<file path="src/design/lprt_pkg.sv">
`timescale 1ns / 1ps
`default_nettype none
// ----------------------------------------------------------------------------
// lprt_pkg
// Shared sizes, codes and types of the longest-prefix route table.
// ----------------------------------------------------------------------------
package lprt_pkg;

	// Number of route slots.
	localparam int DEPTH = 16;
	localparam int IDX_W = $clog2(DEPTH);

	typedef logic [IDX_W-1:0] idx_t;

	localparam idx_t LAST_IDX = idx_t'(DEPTH - 1);

	// Operation codes carried by the op field.
	localparam logic [1:0] OP_LOOKUP = 2'd0;
	localparam logic [1:0] OP_ADD    = 2'd1;
	localparam logic [1:0] OP_DELETE = 2'd2;

	// One stored route.
	typedef struct packed {
		logic [31:0]        prefix;
		logic [31:0]        mask;
		logic [31:0]        gateway;
		logic signed [15:0] port;
	} route_entry_t;

	// Sequencer states.
	typedef enum logic [1:0] {
		ST_IDLE,
		ST_SCAN,
		ST_DRAIN,
		ST_FINISH
	} state_t;

	// Sequencer controls.
	typedef struct packed {
		logic in_stall;
		logic scan_en;
		logic finish_go;
	} seq_ctrl_t;

endpackage : lprt_pkg
`default_nettype wire

</file>
<file path="src/design/lprt_route_ram.sv">
`timescale 1ns / 1ps
`default_nettype none
// ----------------------------------------------------------------------------
// lprt_route_ram
// Route storage: one write port and one read port with registered read data.
// ----------------------------------------------------------------------------
module lprt_route_ram (
	input  wire logic                  clk,
	input  wire logic                  wr_en,
	input  wire lprt_pkg::idx_t        wr_addr,
	input  wire lprt_pkg::route_entry_t wr_data,
	input  wire logic                  rd_en,
	input  wire lprt_pkg::idx_t        rd_addr,
	output lprt_pkg::route_entry_t     rd_data
);
	import lprt_pkg::*;

	route_entry_t mem_q [DEPTH];
	route_entry_t rd_data_q;

	// Write port.
	always_ff @(posedge clk) begin
		if (wr_en) begin
			mem_q[wr_addr] <= wr_data;
		end
	end

	// Registered read port.
	always_ff @(posedge clk) begin
		if (rd_en) begin
			rd_data_q <= mem_q[rd_addr];
		end
	end

	assign rd_data = rd_data_q;

endmodule : lprt_route_ram
`default_nettype wire

</file>
<file path="src/design/longest_prefix_route_table.sv">
`timescale 1ns / 1ps
`default_nettype none
// ----------------------------------------------------------------------------
// longest_prefix_route_table
// IPv4 route table with lookup, add and delete over a scanned slot memory.
// ----------------------------------------------------------------------------
// Every operation walks all DEPTH slots of the route memory, one slot per
// cycle through its single read port, and a single compare unit judges each
// slot as its data returns. After accept an item passes through the scan,
// a drain state that judges the last slot, a finish state that waits for
// the output register and idle before the next accept. in_stall is high
// for the whole walk. The result sits in an output register, so a new item
// may be taken while the previous result still waits on out_stall. Valid
// bits clear at reset; the route memory itself needs no clearing pass.
module longest_prefix_route_table (
	input  wire logic        clk,
	input  wire logic        arst_n,
	// Input item channel.
	input  wire logic        in_valid,
	output logic             in_stall,
	input  wire logic [1:0]  op,
	input  wire logic [31:0] address,
	input  wire logic [31:0] prefix_mask,
	input  wire logic [31:0] new_gateway,
	input  wire logic signed [15:0] new_port,
	// Result item channel.
	output logic             out_valid,
	input  wire logic        out_stall,
	output logic             found,
	output logic [31:0]      gateway,
	output logic signed [15:0] port,
	output logic             status
);
	import lprt_pkg::*;

	state_t    state_q;
	state_t    state_nxt;
	seq_ctrl_t ctrl;

	// Item held for the walk.
	logic [1:0]         op_q;
	logic [31:0]        addr_q;
	logic [31:0]        mask_q;
	logic [31:0]        gw_q;
	logic signed [15:0] port_q;

	// Scan counter and slot valid bits.
	idx_t             idx_q;
	logic [DEPTH-1:0] slot_valid_q;

	// Read stage tracking the slot whose data is coming out of the memory.
	logic act_s1;
	idx_t idx_s1;
	logic vld_s1;

	// Running results of the walk.
	logic               have_q;
	logic [31:0]        best_mask_q;
	logic [31:0]        best_gw_q;
	logic signed [15:0] best_port_q;
	logic               free_found_q;
	idx_t               free_idx_q;

	// Output register.
	logic               out_valid_q;
	logic               found_q;
	logic [31:0]        gateway_q;
	logic signed [15:0] port_oq;
	logic               status_q;

	route_entry_t rd_entry;
	route_entry_t wr_entry;
	logic         in_accept;
	logic         wr_en;
	logic         cmp_lookup_hit;
	logic         cmp_take;
	logic         cmp_delete_hit;

	assign in_accept = in_valid && !ctrl.in_stall;

	// Next state of the sequencer.
	always_comb begin
		state_nxt = state_q;
		unique case (state_q)
			ST_IDLE: begin
				if (in_accept) begin
					state_nxt = ST_SCAN;
				end
			end
			ST_SCAN: begin
				if (idx_q == LAST_IDX) begin
					state_nxt = ST_DRAIN;
				end
			end
			ST_DRAIN: begin
				state_nxt = ST_FINISH;
			end
			ST_FINISH: begin
				if (!out_valid_q || !out_stall) begin
					state_nxt = ST_IDLE;
				end
			end
			default: begin
				state_nxt = ST_IDLE;
			end
		endcase
	end

	// Sequencer outputs.
	always_comb begin
		ctrl = '0;
		unique case (state_q)
			ST_IDLE: begin
				ctrl.in_stall = 1'b0;
			end
			ST_SCAN: begin
				ctrl.in_stall = 1'b1;
				ctrl.scan_en  = 1'b1;
			end
			ST_DRAIN: begin
				ctrl.in_stall = 1'b1;
			end
			ST_FINISH: begin
				ctrl.in_stall  = 1'b1;
				ctrl.finish_go = !out_valid_q || !out_stall;
			end
			default: begin
				ctrl.in_stall = 1'b1;
			end
		endcase
	end

	always_ff @(posedge clk or negedge arst_n) begin
		if (!arst_n) begin
			state_q <= ST_IDLE;
		end else begin
			state_q <= state_nxt;
		end
	end

	// Route memory: read one slot per scan cycle, write once at the end of an add that found a free slot.
	assign wr_en            = ctrl.finish_go && (op_q == OP_ADD) && free_found_q;
	assign wr_entry.prefix  = addr_q & mask_q;
	assign wr_entry.mask    = mask_q;
	assign wr_entry.gateway = gw_q;
	assign wr_entry.port    = port_q;

	lprt_route_ram u_ram (
		.clk     (clk),
		.wr_en   (wr_en),
		.wr_addr (free_idx_q),
		.wr_data (wr_entry),
		.rd_en   (ctrl.scan_en),
		.rd_addr (idx_q),
		.rd_data (rd_entry)
	);

	// Capture the item on accept.
	always_ff @(posedge clk) begin
		if (in_accept) begin
			op_q   <= op;
			addr_q <= address;
			mask_q <= prefix_mask;
			gw_q   <= new_gateway;
			port_q <= new_port;
		end
	end

	// Scan counter.
	always_ff @(posedge clk or negedge arst_n) begin
		if (!arst_n) begin
			idx_q <= '0;
		end else if (in_accept) begin
			idx_q <= '0;
		end else if (ctrl.scan_en) begin
			idx_q <= idx_q + idx_t'(1);
		end
	end

	// Read stage bookkeeping.
	always_ff @(posedge clk or negedge arst_n) begin
		if (!arst_n) begin
			act_s1 <= 1'b0;
		end else begin
			act_s1 <= ctrl.scan_en;
		end
	end

	always_ff @(posedge clk) begin
		if (ctrl.scan_en) begin
			idx_s1 <= idx_q;
			vld_s1 <= slot_valid_q[idx_q];
		end
	end

	// Shared compare unit: judges the slot whose data has just been read.
	assign cmp_lookup_hit = act_s1 && vld_s1 && (op_q == OP_LOOKUP)
		&& ((addr_q & rd_entry.mask) == rd_entry.prefix);
	assign cmp_take = cmp_lookup_hit
		&& (!have_q || ((rd_entry.mask & best_mask_q) == best_mask_q));
	assign cmp_delete_hit = act_s1 && vld_s1 && (op_q == OP_DELETE)
		&& (rd_entry.prefix == addr_q) && (rd_entry.mask == mask_q);

	// Best match so far.
	always_ff @(posedge clk or negedge arst_n) begin
		if (!arst_n) begin
			have_q <= 1'b0;
		end else if (in_accept) begin
			have_q <= 1'b0;
		end else if (cmp_take) begin
			have_q <= 1'b1;
		end
	end

	always_ff @(posedge clk) begin
		if (cmp_take) begin
			best_mask_q <= rd_entry.mask;
			best_gw_q   <= rd_entry.gateway;
			best_port_q <= rd_entry.port;
		end
	end

	// Lowest free slot, found while the valid bits are walked.
	always_ff @(posedge clk or negedge arst_n) begin
		if (!arst_n) begin
			free_found_q <= 1'b0;
		end else if (in_accept) begin
			free_found_q <= 1'b0;
		end else if (ctrl.scan_en && !free_found_q && !slot_valid_q[idx_q]) begin
			free_found_q <= 1'b1;
		end
	end

	always_ff @(posedge clk) begin
		if (ctrl.scan_en && !free_found_q && !slot_valid_q[idx_q]) begin
			free_idx_q <= idx_q;
		end
	end

	// Valid bits: cleared by delete during the walk, set by add at the end.
	always_ff @(posedge clk or negedge arst_n) begin
		if (!arst_n) begin
			slot_valid_q <= '0;
		end else begin
			if (cmp_delete_hit) begin
				slot_valid_q[idx_s1] <= 1'b0;
			end
			if (wr_en) begin
				slot_valid_q[free_idx_q] <= 1'b1;
			end
		end
	end

	// Output register.
	always_ff @(posedge clk or negedge arst_n) begin
		if (!arst_n) begin
			out_valid_q <= 1'b0;
		end else if (ctrl.finish_go) begin
			out_valid_q <= 1'b1;
		end else if (!out_stall) begin
			out_valid_q <= 1'b0;
		end
	end

	always_ff @(posedge clk) begin
		if (ctrl.finish_go) begin
			found_q   <= have_q;
			gateway_q <= have_q ? best_gw_q : 32'd0;
			port_oq   <= have_q ? best_port_q : 16'sd0;
			status_q  <= (op_q == OP_ADD) && !free_found_q;
		end
	end

	assign in_stall  = ctrl.in_stall;
	assign out_valid = out_valid_q;
	assign found     = found_q;
	assign gateway   = gateway_q;
	assign port      = port_oq;
	assign status    = status_q;

`ifndef ASSERT_OFF
	// The read stage is only busy during the walk.
	a_stage_in_walk: assert property (@(posedge clk) disable iff (!arst_n)
		act_s1 |-> (state_q == ST_DRAIN || state_q == ST_SCAN))
		else $error("read stage active outside the walk");

	// An add only ever writes a slot that is still free.
	a_add_free_slot: assert property (@(posedge clk) disable iff (!arst_n)
		wr_en |-> !slot_valid_q[free_idx_q])
		else $error("add overwrites a valid slot");

	// Finishing an item always leaves a result waiting.
	a_finish_result: assert property (@(posedge clk) disable iff (!arst_n)
		ctrl.finish_go |=> out_valid)
		else $error("finished item left no result");

	// A lookup hit and a full table never show together.
	a_found_status: assert property (@(posedge clk) disable iff (!arst_n)
		out_valid |-> !(found && status))
		else $error("found and status both set");
`endif

endmodule : longest_prefix_route_table
`default_nettype wire

</file>
<file path="config.mk">
export PLATFORM = sky130hd
export DESIGN_NAME = longest_prefix_route_table
export DESIGN_NICKNAME = d
export VERILOG_FILES = /design/src/design/lprt_pkg.sv /design/src/design/lprt_route_ram.sv /design/src/design/longest_prefix_route_table.sv
export SDC_FILE = /design/constraint.sdc
export NUM_CORES = 2
export LEC_CHECK = 0
export ABC_AREA = 1
export BUFFER_PORTS_ARGS = -buffer_cell sky130_fd_sc_hd__buf_4
export CORE_MARGIN = 4
export CORE_UTILIZATION = 47
export DETAILED_ROUTE_END_ITERATION = 16
export MAX_ROUTING_LAYER = met4
export SLEW_MARGIN = 40
export SYNTH_ARGS = -nofsm -noshare
export SYNTH_HDL_FRONTEND = slang
export SYNTH_SLANG_ARGS = --single-unit
</file>
<file path="constraint.sdc">
create_clock -name clk -period 6.3 [get_ports clk]
set_input_delay 0.315 -clock clk [delete_from_list [all_inputs] [get_ports clk]]
set_output_delay 0.315 -clock clk [all_outputs]
set_load 0.01 [all_outputs]
</file>
==> summary.txt <==
Detailed routing
  – Via-to-Cell Ratio: 5.80
  – DRT Pass-1 Iters: 7
  – Drt total wl: 218000 um
  – Initial DRC count: 5457
  – Antenna viol nets, final: 0
  – Post-route DRC: 0
  – Wire length per cell: 24.7 um
  – Via Count: 51100

Power
  – Worst VDD drop: 483 uV
  – Leak: 0.0318 uW
  – Total power: 41100 uW
  – PD cells: 429 nW/um^2

Final layout
  – Layout Utilization: 54.3%
  – Final #Nets: 6418
  – Antenna Cells: 0
  – Fin cells: 8813
  – Seq. cell area: 65400 sq um
  – Share of post-route cells with drive strength above 1: 9.41%
  – Area of the multi-input gates: 16000 sq um
  – Filler cells: 14200
  – Synthesis-to-finish area growth: 14.5%

Die
  – Die area: 185000 sq um
  – Row count: 154
  – Die W: 430 um
  – Initial core utilization: 47.4%
  – Die height: 430 um
  – Core Box Area: 177000 sq um
  – Io pins: 170

Logic synthesis
  – Top-area cell type share of the netlist area: 77.3%
  – Synth cell types: 36
  – Main synth FF type: edfxtp_1
  – Top cells by area, synth: edfxtp_1, o21ai_0, nor2_1, nand2_1, o22ai_1
  – Area leader, netlist: edfxtp_1
  – Syn nets: 6180
  – Yosys reg bits: 2183
  – Most common cell in the synthesized netlist: edfxtp_1
  – Yosys warns: 0
  – Synth cell count leaders: edfxtp_1, nor2_1, o21ai_0
  – Mapped Cells: 6057
  – Sequential element share of the synthesized area: 78.1%
  – Post-synth EDFFs: 2157
  – Async SR Flop Fraction: 1.19%
  – Synthesized area: 83800 sq um
  – Syn_area_per_cell: 13.8 sq um

STA
  – Max_slew headroom: 36.3%
  – Worst-margin pin slew: 0.956 ns
  – Max Clock Freq: 0.276 GHz
  – Tmin final: 3.62 ns
  – Finish-stage setup viols: 0
  – Fin worst setup slack: 2.68 ns
  – Setup TNS: 0 ns
  – Final hold vios: 0
  – Max-slew violation count: 0
  – Clk_skew: 0.0403 ns
  – RSZ-0062 raised after global routing: false
  – Final worst path period share: 57.4%

Critical path
  – Cell mode on critical path: nand2_1
  – Critical Path Slowest Stage Cell: nor2_4
  – Worst Path Required: 6.80 ns
  – Critical Path Start Type: register
  – Setup Crit Path Kind: register to register
  – Max incr delay on CP: 0.68 ns
  – Worst Path Max Fanout: 57
  – Worst path cell trace: ha_1, nand2_1, nor3_1, nand2_1, nor2_4, buf_12, buf_16
  – Critical Path Sink Type: register
  – Critical path arrival: 4.11 ns

Clock network
  – CTS tree: built
  – Clk sink count: 2183
  – Worst-path clk slew: 0.06 ns
  – Clock Latency Late Sink: 0.85 ns
  – Post-CTS Setup Bufs: 0
  – Inserted Clock Buffers: 216
  – Longest Clk Path Bufs: 3
  – Root Driver: clkbuf_16
  – H-tree levels: 4

Worst hold path
  – Hold crit path type: input pin to register

Global route
  – GR Util All Layers: 23.8%
  – First-pass GRT wire length: 322000 um
  – Antenna violations before repair: 2
  – GRT overflow: 0
  – Number of global-route vias before repair: 49200
  – Largest net degree at the start of global routing: 190

Placed design
  – Buffers on Ports: 169
  – Placement Setup Slack: 2.78 ns
  – Placed Cells incl. Taps: 8292
  – Final HPWL DP: 110000 um
  – Placer Congestion: 0.924

Outcome
  – Status: finished clean

Job
  – MaxCap Viol Count: 0
-- worst max-delay path, delay by kind of cell (launching register included) --
family,cells,cell delay [ns]
and+or+nand+nor,4,1.66
buffers and inverters,2,0.86
DFF,1,0.41
adders and majority gates,1,0.19
-- placed cells by master, fill, tap and decap left out, types with 2 or more instances in the layout --
cell type      instances
nor3_1                12
inv_6                  6
edfxtp_1            2157
o21ai_1              164
dfrtp_4                3
nand2_1              540
a21oi_1               12
o221ai_1             175
o211ai_1              51
clkinv_4               3
a22o_1                 2
clkbuf_1              46
o21ai_0              773
clkbuf_16            217
dlygate4sd3_1        118
clkinv_1              57
buf_6                  8
o22ai_1              283
nor2_4                20
clkinv_16              5
inv_16                 4
nand4_1               24
xor2_1                 4
inv_2                  6
a211oi_1               2
nor2_1               989
bufinv_16             19
ha_1                   4
inv_1                212
dfrtp_1               22
buf_12                28
buf_4                226
clkinvlp_4             3
clkinv_2              37
buf_16                10
xnor2_1               16
nand3_1              197
clkinv_8               3
-- cells by family (layout without fill, tap and decap cells) --
family                   Yosys count  in the layout  share of synthesized area [%]
adder cells (fa/ha/maj)            5              5                         0.0746
AND/OR/NAND/NOR                 1786           1786                           8.43
XOR/XNOR                          20             20                          0.209
flip-flops                      2183           2183                           78.1
buffers and inverters            596           1012                           3.08
AO/OA/AOI/OAI                   1467           1467                           10.2
-- state kept, by name, indices dropped and copies added, names as in the netlist, 2 cells and up --
signal         count
u_ram.mem_q     1792
port              16
addr_q            32
best_mask_q       32
slot_valid_q      16
mask_q            32
best_port_q       16
op_q               2
state_q            2
idx_q              4
port_q            16
idx_s1             4
gateway           32
best_gw_q         32
free_idx_q         4
gw_q              32
u_ram.rd_data    112
-- layer usage --
| layer | GRT usage, % | vias to the layer above | share of wire (%) |
|---|---|---|---|
| li1 | - | 22900 | - |
| met1 | 32.3 | 26000 | 42 |
| met2 | 38.0 | 1833 | 48 |
| met3 | 3.26 | 342 | 6.7 |
| met4 | 6.85 | 0 | 2.7 |
| met5 | - | - | 0 |
-- stage by stage --
stage	cell area, sq um	hold WS (ns)
3_3_place_gp	87500	0.268
2_1_floorplan	83800	0.0194
3_5_place_dp	87700	0.269
5_1_grt	96000	0.144
6_report	96000	0.180
4_1_cts	95800	0.114
-- area by class of cell --
| cell class | count | area share (%) |
|---|---|---|
| Multi-Input combinational cell | 3278 | 16.6 |
| Tap cell | 2340 | 3.05 |
| Clock buffer | 263 | 5.84 |
| Clock inverter | 133 | 1.36 |
| Inverter | 225 | 0.932 |
| Sequential cell | 2183 | 68.2 |
| Timing Repair Buffer | 391 | 3.98 |
-- timing repair --
action | 4_1_cts | 5_1_grt
hold buffers | 119 | 0
endpoints found under the hold margin | 143 | 0
resized for setup | 0 | 0
-- report_power, final --
| part | leakage (uW) | switching (uW) | internal (uW) |
|---|---|---|---|
| clock network | 0.00337 | 5420 | 7110 |
| registers | 0.0198 | 1080 | 17600 |
| logic | 0.00860 | 6960 | 2980 |
-- worst paths after layout --
path	start	end	slack, ns	cells after the start
worst max-delay path	state_q[0]$_DFFE_PN0P_	u_ram.mem_q[3][38]$_DFFE_PP_	2.68	7
min in group asynchronous	arst_n	out_valid$_DFFE_PN0P_	0.50	4
worst min register to register	u_ram.rd_data[37]$_DFFE_PP_	best_gw_q[21]$_DFFE_PP_	0.42	0
worst min-delay path	new_port[1]	port_q[1]$_DFFE_PP_	0.18	2
max in group asynchronous	arst_n	idx_q[2]$_DFFE_PN0P_	5.57	4
worst max register to register	state_q[0]$_DFFE_PN0P_	u_ram.mem_q[3][38]$_DFFE_PP_	2.68	7
Power figures use the tool's default switching activity.
